## config.mk

```make
export PLATFORM = sky130hd
export DESIGN_NAME = periodic_task_tick_scheduler_top
export DESIGN_NICKNAME = d
export VERILOG_FILES = /design/src/ptts_pkg.sv /design/src/ptts_fifo.sv /design/src/ptts_front.sv /design/src/ptts_back.sv /design/src/periodic_task_tick_scheduler_top.sv
export SDC_FILE = /design/constraint.sdc
export NUM_CORES = 1
export LEC_CHECK = 0
export BUFFER_PORTS_ARGS = -buffer_cell sky130_fd_sc_hd__buf_2
export CORE_MARGIN = 2
export CORE_UTILIZATION = 58
export CTS_BUF_LIST = sky130_fd_sc_hd__clkbuf_4
export CTS_CLUSTER_SIZE = 8
export DETAILED_ROUTE_END_ITERATION = 12
export GPL_TIMING_DRIVEN = 0
export PLACE_DENSITY = 0.76
export SETUP_SLACK_MARGIN = 0.3
export SLEW_MARGIN = 20
export SYNTH_ARGS = -nofsm -noshare
export SYNTH_HDL_FRONTEND = slang
export SYNTH_SLANG_ARGS = --single-unit
```

## constraint.sdc

```tcl
create_clock -name clk -period 4.1 [get_ports clk]
set_input_delay 0.615 -clock clk [delete_from_list [all_inputs] [get_ports clk]]
set_output_delay 0.615 -clock clk [all_outputs]
set_load 0.1 [all_outputs]
```

## src/ptts_pkg.sv

```systemverilog
// shared types, codes and sizes for the periodic task tick scheduler
// no dependencies
package ptts_pkg;

	localparam int DEF_NUM_SLOTS = 8;
	localparam int MAX_RESULTS   = 8;
	localparam int CMD_DEPTH     = 2;
	localparam int RES_DEPTH     = 2;

	localparam int ACTION_W = 3;
	localparam int SLOT_W   = 4;
	localparam int DATA_W   = 8;
	localparam int STATUS_W = 2;
	localparam int TIDX_W   = 3;
	localparam int NF_W     = $clog2(MAX_RESULTS + 1);

	localparam logic [ACTION_W-1:0] ACT_CREATE  = 3'd0;
	localparam logic [ACTION_W-1:0] ACT_DELETE  = 3'd1;
	localparam logic [ACTION_W-1:0] ACT_SUSPEND = 3'd2;
	localparam logic [ACTION_W-1:0] ACT_RESUME  = 3'd3;
	localparam logic [ACTION_W-1:0] ACT_TICK    = 3'd4;

	localparam logic [STATUS_W-1:0] STAT_OK        = 2'd0;
	localparam logic [STATUS_W-1:0] STAT_BAD_INDEX = 2'd1;
	localparam logic [STATUS_W-1:0] STAT_TAKEN     = 2'd2;
	localparam logic [STATUS_W-1:0] STAT_NO_TASK   = 2'd3;

	typedef struct packed {
		logic [ACTION_W-1:0] action;
		logic [SLOT_W-1:0]   slot;
		logic [DATA_W-1:0]   period;
		logic [DATA_W-1:0]   first_delay;
	} item_t;

	typedef struct packed {
		logic [STATUS_W-1:0] status;
		logic                fired;
		logic [TIDX_W-1:0]   task_index;
		logic                last;
	} result_t;

	typedef enum logic [2:0] {
		CMD_CREATE,
		CMD_DELETE,
		CMD_SUSPEND,
		CMD_RESUME,
		CMD_TICK,
		CMD_BAD,
		CMD_NOP
	} cmd_kind_t;

	typedef struct packed {
		cmd_kind_t         kind;
		logic [SLOT_W-1:0] slot;
		logic [DATA_W-1:0] period;
		logic [DATA_W-1:0] first_delay;
	} cmd_t;

	typedef enum logic [1:0] {
		BK_IDLE,
		BK_SCAN,
		BK_DONE
	} back_state_t;

endpackage

```

## src/ptts_fifo.sv

```systemverilog
// small synchronous queue of any packed type
// depends on nothing but its type parameter
module ptts_fifo #(
	parameter type T = logic,
	parameter int DEPTH = 2
) (
	input  logic clk,
	input  logic arst_n,
	input  logic wr,
	input  T     din,
	output logic full,
	input  logic rd,
	output T     dout,
	output logic empty
);

	localparam int PW = (DEPTH > 1) ? $clog2(DEPTH) : 1;
	localparam int CW = $clog2(DEPTH + 1);

	T              mem_q [DEPTH];
	logic [PW-1:0] wp_q, rp_q;
	logic [CW-1:0] cnt_q;
	logic          do_wr, do_rd;

	assign full  = (cnt_q == CW'(DEPTH));
	assign empty = (cnt_q == '0);
	assign do_wr = wr && !full;
	assign do_rd = rd && !empty;
	assign dout  = mem_q[rp_q];

	always_ff @(posedge clk or negedge arst_n) begin
		if (!arst_n) begin
			wp_q  <= '0;
			rp_q  <= '0;
			cnt_q <= '0;
		end else begin
			if (do_wr) begin
				wp_q <= (wp_q == PW'(DEPTH - 1)) ? '0 : wp_q + 1'b1;
			end
			if (do_rd) begin
				rp_q <= (rp_q == PW'(DEPTH - 1)) ? '0 : rp_q + 1'b1;
			end
			if (do_wr && !do_rd) begin
				cnt_q <= cnt_q + 1'b1;
			end else if (do_rd && !do_wr) begin
				cnt_q <= cnt_q - 1'b1;
			end
		end
	end

	always_ff @(posedge clk) begin
		if (do_wr) begin
			mem_q[wp_q] <= din;
		end
	end

endmodule

```

## src/ptts_front.sv

```systemverilog
// front end: accepts items, sorts them into commands, queues them for the back end
// depends on ptts_pkg and ptts_fifo
module ptts_front import ptts_pkg::*; #(
	parameter int NUM_SLOTS = DEF_NUM_SLOTS
) (
	input  logic  clk,
	input  logic  arst_n,
	input  logic  push,
	output logic  full,
	input  item_t item,
	input  logic  cmd_pop,
	output logic  cmd_empty,
	output cmd_t  cmd
);

	cmd_t cls;
	logic bad_slot;

	// one extra bit so a table of sixteen slots compares correctly
	assign bad_slot = ({1'b0, item.slot} >= (SLOT_W + 1)'(NUM_SLOTS));

	always_comb begin
		cls.slot        = item.slot;
		cls.period      = item.period;
		cls.first_delay = item.first_delay;
		unique case (item.action)
			ACT_CREATE:  cls.kind = bad_slot ? CMD_BAD : CMD_CREATE;
			ACT_DELETE:  cls.kind = bad_slot ? CMD_BAD : CMD_DELETE;
			ACT_SUSPEND: cls.kind = bad_slot ? CMD_BAD : CMD_SUSPEND;
			ACT_RESUME:  cls.kind = bad_slot ? CMD_BAD : CMD_RESUME;
			ACT_TICK:    cls.kind = CMD_TICK;
			default:     cls.kind = CMD_NOP;
		endcase
	end

	ptts_fifo #(.T(cmd_t), .DEPTH(CMD_DEPTH)) u_cmdq (
		.clk   (clk),
		.arst_n(arst_n),
		.wr    (push),
		.din   (cls),
		.full  (full),
		.rd    (cmd_pop),
		.dout  (cmd),
		.empty (cmd_empty)
	);

endmodule

```

## src/ptts_back.sv

```systemverilog
// back end: slot table and the sequencer that runs commands and tick scans
// depends on ptts_pkg
module ptts_back import ptts_pkg::*; #(
	parameter int NUM_SLOTS = DEF_NUM_SLOTS
) (
	input  logic    clk,
	input  logic    arst_n,
	input  logic    cmd_empty,
	input  cmd_t    cmd,
	output logic    cmd_pop,
	input  logic    res_full,
	output logic    res_push,
	output result_t res
);

	localparam int IDX_W = (NUM_SLOTS > 1) ? $clog2(NUM_SLOTS) : 1;

	back_state_t state_q, state_d;

	logic              valid_q [NUM_SLOTS];
	logic              run_q   [NUM_SLOTS];
	logic [DATA_W-1:0] per_q   [NUM_SLOTS];
	logic [DATA_W-1:0] cnt_q   [NUM_SLOTS];

	logic [IDX_W-1:0] scan_q;
	logic [NF_W-1:0]  nfire_q;
	logic             pend_v_q;
	logic [IDX_W-1:0] pend_idx_q;

	logic [IDX_W-1:0]  addr;
	logic              rd_valid, rd_run, is_live, is_due, report;
	logic [DATA_W-1:0] rd_per, rd_cnt;
	logic              go, tick_start, scan_end;

	logic              flag_we, wr_valid, wr_run;
	logic              per_we, cnt_we;
	logic [DATA_W-1:0] wr_per, wr_cnt;

	// one table port, shared by command handling and the scan
	assign addr     = (state_q == BK_SCAN) ? scan_q : cmd.slot[IDX_W-1:0];
	assign rd_valid = valid_q[addr];
	assign rd_run   = run_q[addr];
	assign rd_per   = per_q[addr];
	assign rd_cnt   = cnt_q[addr];
	assign is_live  = rd_valid && rd_run;
	assign is_due   = is_live && (rd_cnt == '0);
	assign report   = is_due && (nfire_q < NF_W'(MAX_RESULTS));

	assign go         = !cmd_empty && !res_full;
	assign tick_start = (state_q == BK_IDLE) && go && (cmd.kind == CMD_TICK);
	assign scan_end   = (scan_q == IDX_W'(NUM_SLOTS - 1));

	always_comb begin
		state_d = state_q;
		unique case (state_q)
			BK_IDLE: begin
				if (tick_start) state_d = BK_SCAN;
			end
			BK_SCAN: begin
				if (!res_full && scan_end) state_d = BK_DONE;
			end
			BK_DONE: begin
				if (!res_full) state_d = BK_IDLE;
			end
			default: state_d = BK_IDLE;
		endcase
	end

	always_comb begin
		cmd_pop  = 1'b0;
		res_push = 1'b0;
		res      = '{status: STAT_OK, fired: 1'b0, task_index: '0, last: 1'b1};
		flag_we  = 1'b0;
		wr_valid = 1'b0;
		wr_run   = 1'b0;
		per_we   = 1'b0;
		wr_per   = '0;
		cnt_we   = 1'b0;
		wr_cnt   = '0;
		unique case (state_q)
			BK_IDLE: begin
				if (go) begin
					cmd_pop  = 1'b1;
					res_push = (cmd.kind != CMD_TICK);
					unique case (cmd.kind)
						CMD_TICK, CMD_NOP: ;
						CMD_BAD: res.status = STAT_BAD_INDEX;
						CMD_CREATE: begin
							if (rd_valid) begin
								res.status = STAT_TAKEN;
							end else begin
								flag_we  = 1'b1;
								wr_valid = 1'b1;
								wr_run   = 1'b1;
								per_we   = 1'b1;
								wr_per   = cmd.period;
								cnt_we   = 1'b1;
								wr_cnt   = cmd.first_delay;
							end
						end
						CMD_DELETE, CMD_SUSPEND, CMD_RESUME: begin
							if (!rd_valid) begin
								res.status = STAT_NO_TASK;
							end else begin
								flag_we  = 1'b1;
								wr_valid = (cmd.kind != CMD_DELETE);
								wr_run   = (cmd.kind == CMD_RESUME);
								per_we   = (cmd.kind == CMD_DELETE);
								cnt_we   = (cmd.kind == CMD_DELETE);
							end
						end
						default: ;
					endcase
				end
			end
			BK_SCAN: begin
				if (!res_full) begin
					cnt_we = is_live;
					wr_cnt = is_due ? rd_per : rd_cnt - 1'b1;
					// a held fire goes out once a later one proves it is not the last
					if (report && pend_v_q) begin
						res_push       = 1'b1;
						res.fired      = 1'b1;
						res.task_index = TIDX_W'(pend_idx_q);
						res.last       = 1'b0;
					end
				end
			end
			BK_DONE: begin
				if (!res_full) begin
					res_push       = 1'b1;
					res.fired      = pend_v_q;
					res.task_index = pend_v_q ? TIDX_W'(pend_idx_q) : '0;
				end
			end
			default: ;
		endcase
	end

	always_ff @(posedge clk or negedge arst_n) begin
		if (!arst_n) begin
			state_q  <= BK_IDLE;
			scan_q   <= '0;
			nfire_q  <= '0;
			pend_v_q <= 1'b0;
			for (int i = 0; i < NUM_SLOTS; i++) begin
				valid_q[i] <= 1'b0;
				run_q[i]   <= 1'b0;
			end
		end else begin
			state_q <= state_d;
			if (flag_we) begin
				valid_q[addr] <= wr_valid;
				run_q[addr]   <= wr_run;
			end
			if (tick_start) begin
				scan_q   <= '0;
				nfire_q  <= '0;
				pend_v_q <= 1'b0;
			end else if (state_q == BK_SCAN && !res_full) begin
				if (!scan_end) scan_q <= scan_q + 1'b1;
				if (report) begin
					nfire_q  <= nfire_q + 1'b1;
					pend_v_q <= 1'b1;
				end
			end else if (state_q == BK_DONE && !res_full) begin
				pend_v_q <= 1'b0;
			end
		end
	end

	always_ff @(posedge clk) begin
		if (per_we) per_q[addr] <= wr_per;
		if (cnt_we) cnt_q[addr] <= wr_cnt;
		if (state_q == BK_SCAN && !res_full && report) pend_idx_q <= scan_q;
	end

endmodule

```

## src/periodic_task_tick_scheduler_top.sv

```systemverilog
// a command result goes from the command queue through the back end to the result queue, a
// tick's last result from the done state; the back end holds while the result queue is full
// create, delete, suspend, resume and unused actions: one item per cycle through the back end
// when idle; tick: scan and done states, one table slot visited per cycle by the scanner
// front and back queues hold two entries each and let either side stall on its own
// reset: asynchronous, clears all slots to empty and drains both queues
module periodic_task_tick_scheduler_top import ptts_pkg::*; #(
	parameter int NUM_SLOTS = DEF_NUM_SLOTS
) (
	input  logic    clk,
	input  logic    arst_n,
	input  logic    push,
	output logic    full,
	input  item_t   item,
	output logic    empty,
	input  logic    pop,
	output result_t result
);

	cmd_t    cmd;
	logic    cmd_empty, cmd_pop;
	logic    res_full, res_push;
	result_t res;

	ptts_front #(.NUM_SLOTS(NUM_SLOTS)) u_front (
		.clk      (clk),
		.arst_n   (arst_n),
		.push     (push),
		.full     (full),
		.item     (item),
		.cmd_pop  (cmd_pop),
		.cmd_empty(cmd_empty),
		.cmd      (cmd)
	);

	ptts_back #(.NUM_SLOTS(NUM_SLOTS)) u_back (
		.clk      (clk),
		.arst_n   (arst_n),
		.cmd_empty(cmd_empty),
		.cmd      (cmd),
		.cmd_pop  (cmd_pop),
		.res_full (res_full),
		.res_push (res_push),
		.res      (res)
	);

	ptts_fifo #(.T(result_t), .DEPTH(RES_DEPTH)) u_resq (
		.clk   (clk),
		.arst_n(arst_n),
		.wr    (res_push),
		.din   (res),
		.full  (res_full),
		.rd    (pop),
		.dout  (result),
		.empty (empty)
	);

endmodule

```

Word-level counts from Yosys, hierarchy flattened. Memories as Yosys holds them, arrays and structs flattened. Index checks and enable logic that the tools add are counted.

Output and inout port bits: 9. Input port bits: 27. Memories kept: 4. Memory bits (writable): 188. Register bits after elaboration: 37.

Bitwise gates (word level): 1. Reductions and logical operators: 44. Muxes and demuxes: 93. Magnitude comparators: 4. Equality and inequality tests: 21. Add/subtract/negate cells: 11.

Memory list: u_back.cnt_q (depth 8, width 8, rd ports 1, clocked after Yosys merged registers in 0, wr ports 1, line ptts_back.sv:23) `logic [DATA_W-1:0] cnt_q [NUM_SLOTS];`; u_back.per_q (depth 8, width 8, rd ports 1, clocked after Yosys merged registers in 0, wr ports 1, line ptts_back.sv:22) `logic [DATA_W-1:0] per_q [NUM_SLOTS];`; u_front.u_cmdq.mem_q (depth 2, width 23, rd ports 1, clocked after Yosys merged registers in 0, wr ports 1, line ptts_fifo.sv:20) `T mem_q [DEPTH];`; u_resq.mem_q (depth 2, width 7, rd ports 1, clocked after Yosys merged registers in 0, wr ports 1, line ptts_fifo.sv:20).

Operators with widths (number): $mux W8 (9); $mux W1 (42); $mux W3 (9); $mux W2 (11); $logic_and A1 B1 Y1 (20); $bwmux W8 (2); $mux W4 (4); $pmux W8 S2 (1); $pmux W3 S5 (1); $eq A3 B2 Y1 const B (4); $eq A3 B3 Y1 const B (4); $pmux W2 S3 (2); $mux W5 (2); $pmux W1 S2 (5); $ge A4 B4 Y1 const B (2); $logic_not A1 Y1 (8); $logic_not A8 Y1 (1); $pmux W4 S2 (1); $reduce_bool A2 Y1 (4); $sub A8 B1 Y8 const B (1); $bmux W1 S3 (2); $eq A2 B2 Y1 const B (3); $eq A3 B1 Y1 const B (2); $logic_not A2 Y1 (3); 20 further kinds (31).

Longest topological paths before layout.
Depth in word-level cells: 18. Mapped depth: 19.

Modules after synthesis. From an unflattened synthesis, not the netlist that was laid out.

Cells, all modules: 647. Area total of the unflattened synthesis: 9646.8 sq um.

By module, submodules not included: ptts_back (times used 1, area an instance 6956.7 sq um, cells an instance 509, seq. area each 4584.4 sq um); ptts_fifo at u_front.u_cmdq (times used 1, area an instance 1959.4 sq um, cells an instance 91, seq. area each 1481.4 sq um); ptts_fifo at u_resq (times used 1, area an instance 703.2 sq um, cells an instance 41, seq. area each 520.5 sq um); ptts_front (times used 1, area an instance 27.5 sq um, cells an instance 6, seq. area each 0.0 sq um).

Worst setup path after synthesis. No wires, ideal clock.

Path type: flip-flop to flip-flop. From: register u_back.state_q[1]. To: memory u_resq.mem_q[0][0] (netlist name) (enable). Slack: -147 ps. Cell stages (with the launch flop): 15. Data arrival time: 3867 ps. Data required time: 3720 ps. Cell sequence: dfrtp_1 -> inv_1 -> ha_1 -> clkinv_1 -> a21oi_2 -> buf_2 -> mux2_2 -> mux4_2 -> inv_1 -> ha_1 -> a21boi_1 -> and4_1 -> buf_4 -> a31oi_1 -> nor3_1.

Word-level cells in the longest chain between the ends: 16. Elaborated cells between the ends (all ways): 23. Classes of those cells: eq/ne: 2; mux: 12; bitwise: 1; reduce/logical: 7; memory: 1.

Ends and longest elaborated chain: start, declared (line ptts_back.sv:18) `back_state_t state_q, state_d;`; start signal, assigned (line ptts_back.sv:151) `state_q <= state_d;`; $eq A2 B1 Y1 (line ptts_back.sv:40, ptts_back.sv:80); $mux W3 (line ptts_back.sv:40) `assign addr = (state_q == BK_SCAN) ? scan_q : cmd.slot[IDX_W-1:0];`; $not A3 Y4 (not written as such) (line ptts_back.sv:41, ptts_back.sv:42); $bmux W1 S3 (on tied branches) (line ptts_back.sv:41, ptts_back.sv:42); $mux W1 (on tied branches) (2 in a row) (line ptts_back.sv:41, ptts_back.sv:42); $logic_and A1 B1 Y1 (line ptts_back.sv:45) `assign is_live = rd_valid && rd_run;`; $logic_and A1 B1 Y1 (line ptts_back.sv:46) `assign is_due = is_live && (rd_cnt == '0);`; $logic_and A1 B1 Y1 (line ptts_back.sv:47) `assign report = is_due && (nfire_q < NF_W'(MAX_RESULTS));`; $logic_and A1 B1 Y1 (line ptts_back.sv:121) `if (report && pend_v_q) begin`; $mux W1 (line ptts_back.sv:121); $mux W1 (line ptts_back.sv:117) `if (!res_full) begin`; $pmux W1 S3 * (line ptts_back.sv:80) `unique case (state_q)`; $logic_and A1 B1 Y1 * (line ptts_fifo.sv:27) `assign do_wr = wr && !full;`; $mux W1 * (line ptts_fifo.sv:52) `if (do_wr) begin`; $mux W1 (not written as such) * (line ptts_fifo.sv:53) `mem_q[wp_q] <= din;`; end, declared (line ptts_fifo.sv:20).

Mark *: on every way between the ends. The rest lies on a longest branch, timed or not. The select of a mux whose other input is x is not followed.

Worst setup path in the final report.
From: register u_back.state_q[1]. To: memory u_back.cnt_q[1][5] (data pin).

Word-level cells in the longest chain between the ends: 11. Elaborated cells between the ends (all ways): 22. Classes of those cells: add/sub: 1; eq/ne: 1; mux: 13; bitwise: 1; reduce/logical: 4; memory: 2.

Ends and longest elaborated chain: branches (longest 10 deep; another with $mem_v2 Z8 W8); $pmux W8 S2 * (line ptts_back.sv:80); named net u_back.wr_cnt[5] (line ptts_back.sv:37) `logic [DATA_W-1:0] wr_per, wr_cnt;`; end, declared (line ptts_back.sv:23).

Mark *: on every way through the listed nets, which the timed path passes. The select of a mux whose other input is x is not followed.

==> results.toml <==
[status]
outcome = "finished, final reports clean"

[logic_synthesis]
synth_top_family_by_area = "multiplexers"
netlist_area_sq_um = 9670
synth.area.top_cells = "edfxtp_1 59%, dfrtp_1 8.8%, mux2i_1 4.0%, mux2_2 3.8%, nor2_1 2.4%"
synth_compound_area_share_pct = 8.23
yosys.area_share.simple_pct = 8.87
ys_types = 73
synth-main-ff-cell = "edfxtp_1"
synth-edff-count = 189
yosys.area_share.xor_xnor_pct = 1.62
ys_seq_area_share_pct = 67.5
synth_seq_cells = 223
ys.warnings.count = 0
synth_fa_ha_area_share_pct = 1.42
syn_nets = 708
syn_avg_cell_area_sq_um = 14.4
syn_inst = 670
synth.mux.area_fraction_pct = 10.0
async_flop_share_pct = 15.2
synth_largest_area_cell = "edfxtp_1"
synth_top_area_share_pct = 58.7

[final_layout]
ff_latch_area_sq_um = 6530
fin_nets = 817
layout_commonest_cell = "edfxtp_1"
multi_input_area_sq_um = 3170
drive_gt1_share_pct = 30.2
syn2layout_area_growth_pct = 16.2
finish.instance_area_sq_um = 11200
nFillCells = 1165
final_cell_mix = "189 x edfxtp_1, 77 x clkbuf_4, 42 x nor2_1, 40 x buf_2, 38 x mux2i_1"

[place]
place_hpwl_microns = 14400
gp_congestion = 0.902
place_ws_ps = -387
placed_area_sq_um = 10200
port_buffers = 35

[timing]
rsz0062_at_grt = "true"
worst_pin_slew_ps = 1010
maxSlewViolCount = 0
max_freq_mhz = 268
whs_ps = 35.5
slew_headroom_pct = 32.4
skew_ps = 48.8
finalHoldViolCount = 0
period_share_pct = 91.1
setup_viol_count_final = 0
fin_ws_ps = 364
period_minus_slack_ps = 3740

[global_routing]
grt_pass1_wl_microns = 33600
grtUsageTotal_pct = 25.0
grt-busiest-layer = "met2"
grtUsageMet3_pct = 5.37
grt_overflow = 0
grt_use_met2_pct = 42.3
grt_antenna_before_repair = 1
first_global_vias = 6367
use_met1_pct = 31.6
grt_max_degree = 35

[clocking]
cts.htree.levels = 2
cts_buffers = 53
cts_sinks = 223
ctsHoldBuffers = 0
clk_pin_slew_ps = 70
clockBufferDepth = 3
cts_root_buffer = "clkbuf_4"
clk-insertion-delay-late_ps = 660
cts_tree = "done"

[worst_setup_path]
cp-end-kind = "register"
arrival_ps = 4010
crit_path_end = "u_back.cnt_q[1][5]"
rr_worst_depth = 13
crit_type = "register to register"
r2r-end = "u_back.cnt_q[1][5]"
worstPathMaxFanout = 8
regToRegSetupSlack_ps = 360
r2r-start = "u_back.state_q[1]"
required_ps = 4370
cp-startpoint = "u_back.state_q[1]"
start_kind = "register"

[die]
initial_core_util_pct = 58.7
rows = 47
ios = 36
die_h_microns = 133
core_sq_um = 16500
dieArea_sq_um = 17700
die_w_microns = 133

[pwr]
power_frac_clock_pct = 19.8
leakage_nw = 4.10
switchingPower_mw = 3.40
switching_share_pct = 40.0
intPower_mw = 5.10
powerDensity_nw_per_um2 = 757
ir_drop_v = 0.000429
pwr-share-seq_pct = 35.8
power_frac_comb_pct = 44.4

[routing]
viasPerCell = 6.07
routed_wl_microns = 21900
routedWlPerCell_microns = 21.1
ant_nets = 0
drt_first_iter_violations = 435
drc = 0
first_pass_iters = 5
num_vias = 6314

[job]
maxCapViolCount = 0

[worst_hold_path]
hold_class = "input pin to asynchronous set/reset pin"
[registers in the layout, summed over array words and instances, names as in the netlist]
name                  cells
u_back.cnt_q             64
u_back.nfire_q            4
u_back.pend_idx_q         3
u_back.pend_v_q           1
u_back.per_q             64
u_back.run_q              8
u_back.scan_q             3
u_back.state_q            2
u_back.valid_q            8
u_front.u_cmdq.cnt_q      2
u_front.u_cmdq.mem_q     44
u_front.u_cmdq.rp_q       1
u_front.u_cmdq.wp_q       1
u_resq.cnt_q              2
u_resq.mem_q             14
u_resq.rp_q               1
u_resq.wp_q               1
[final cells by class]
| type | instances | area share, % |
|---|---|---|
| Inverter | 16 | 0.601 |
| Clock buffer | 76 | 5.08 |
| Antenna cell | 1 | 0.0223 |
| Buffer | 28 | 1.88 |
| Clock inverter | 19 | 0.668 |
| Tap cell | 220 | 2.45 |
| Sequential cell | 223 | 58.1 |
| Multi-Input combinational cell | 403 | 28.2 |
| Timing Repair Buffer | 54 | 3.05 |
[worst min-delay path by stage]
stage	from	endpoint	slack [ps]	cells past startpoint
after floorplan	arst_n	u_back.nfire_q[0]	320	0
after global placement	u_back.run_q[0]	u_back.run_q[0]	470	1
after detailed placement	u_front.u_cmdq.cnt_q[1]	u_front.u_cmdq.cnt_q[1]	480	1
after CTS	arst_n	u_back.valid_q[2]	3	1
after global routing	arst_n	u_back.valid_q[2]	50	1
final	arst_n	u_back.valid_q[2]	40	1
[metal layers]
metal  part of all wire [%]  wire length, microns
met4                    2.9                   646
met3                    7.6                  1660
met5                      0                     0
met1                     39                  8470
met2                     51                 11100
[critical path: stages (launching register included)]
cell and delay (ps):
dfrtp_1 390, inv_2 90, ha_4 200, nor2b_4 260, a21oi_4 60, buf_8 150, mux2_4 300, mux4_2 520
inv_2 80, ha_1 130, a21boi_4 190, nand4_1 370, nand2_1 280, o221ai_1 330
[metrics by stage]
| step | std cells | setup TNS (ps) | power, mW | util (%) |
|---|---|---|---|---|
| 2_1_floorplan | 670 | 0 | 5.54 | - |
| 3_3_place_gp | 925 | -9870 | 6.29 | 61.6 |
| 3_5_place_dp | 925 | -22610 | 6.41 | 61.7 |
| 4_1_cts | 1025 | 0 | 8.28 | 66.7 |
| 5_1_grt | 1040 | 0 | 8.89 | 68.3 |
| 6_report | 1040 | 0 | 8.50 | 68.3 |
[cells in the mapped netlist, types with 4 or more instances]
master	n
xnor2_1	9
dfrtp_1	34
mux2_1	5
buf_6	4
inv_1	13
buf_2	9
a22o_1	6
mux2_2	33
a31oi_1	14
nand2b_1	5
ha_1	11
nor3_1	22
o21ai_0	16
nand3_1	31
mux4_2	5
o221ai_1	6
or3_1	6
a21oi_1	14
xor2_1	7
edfxtp_1	189
clkbuf_1	9
nor2_1	61
and3_1	5
o22ai_1	12
a32oi_1	5
nand2_1	33
mux2i_1	39
[what timing repair did]
action                                  in CTS  in global routing
hold endpoints to repair                     0                  0
pin swaps                                    5                  6
endpoints found under the setup margin     294                222
buffers inserted                             5                 14
gates resized for setup                     31                 38
[kinds of logic after synthesis]
logic type	Yosys count
multiplexers	84
adder cells (fa/ha/maj)	11
AND/OR/NAND/NOR	180
XOR/XNOR	17
flip-flops	223
buffers and inverters	44
AO/OA/AOI/OAI	111
[power by group through the flow]
stage	registers [mW]	clock network (mW)	logic (mW)
after floorplan	3.04	0	2.49
after global routing	3.07	1.83	3.99
after CTS	3.05	1.71	3.52
after detailed placement	3.09	0	3.32
after global placement	3.07	0	3.22
final	3.05	1.68	3.77
Note: power is estimated with default switching activity, not from simulation.
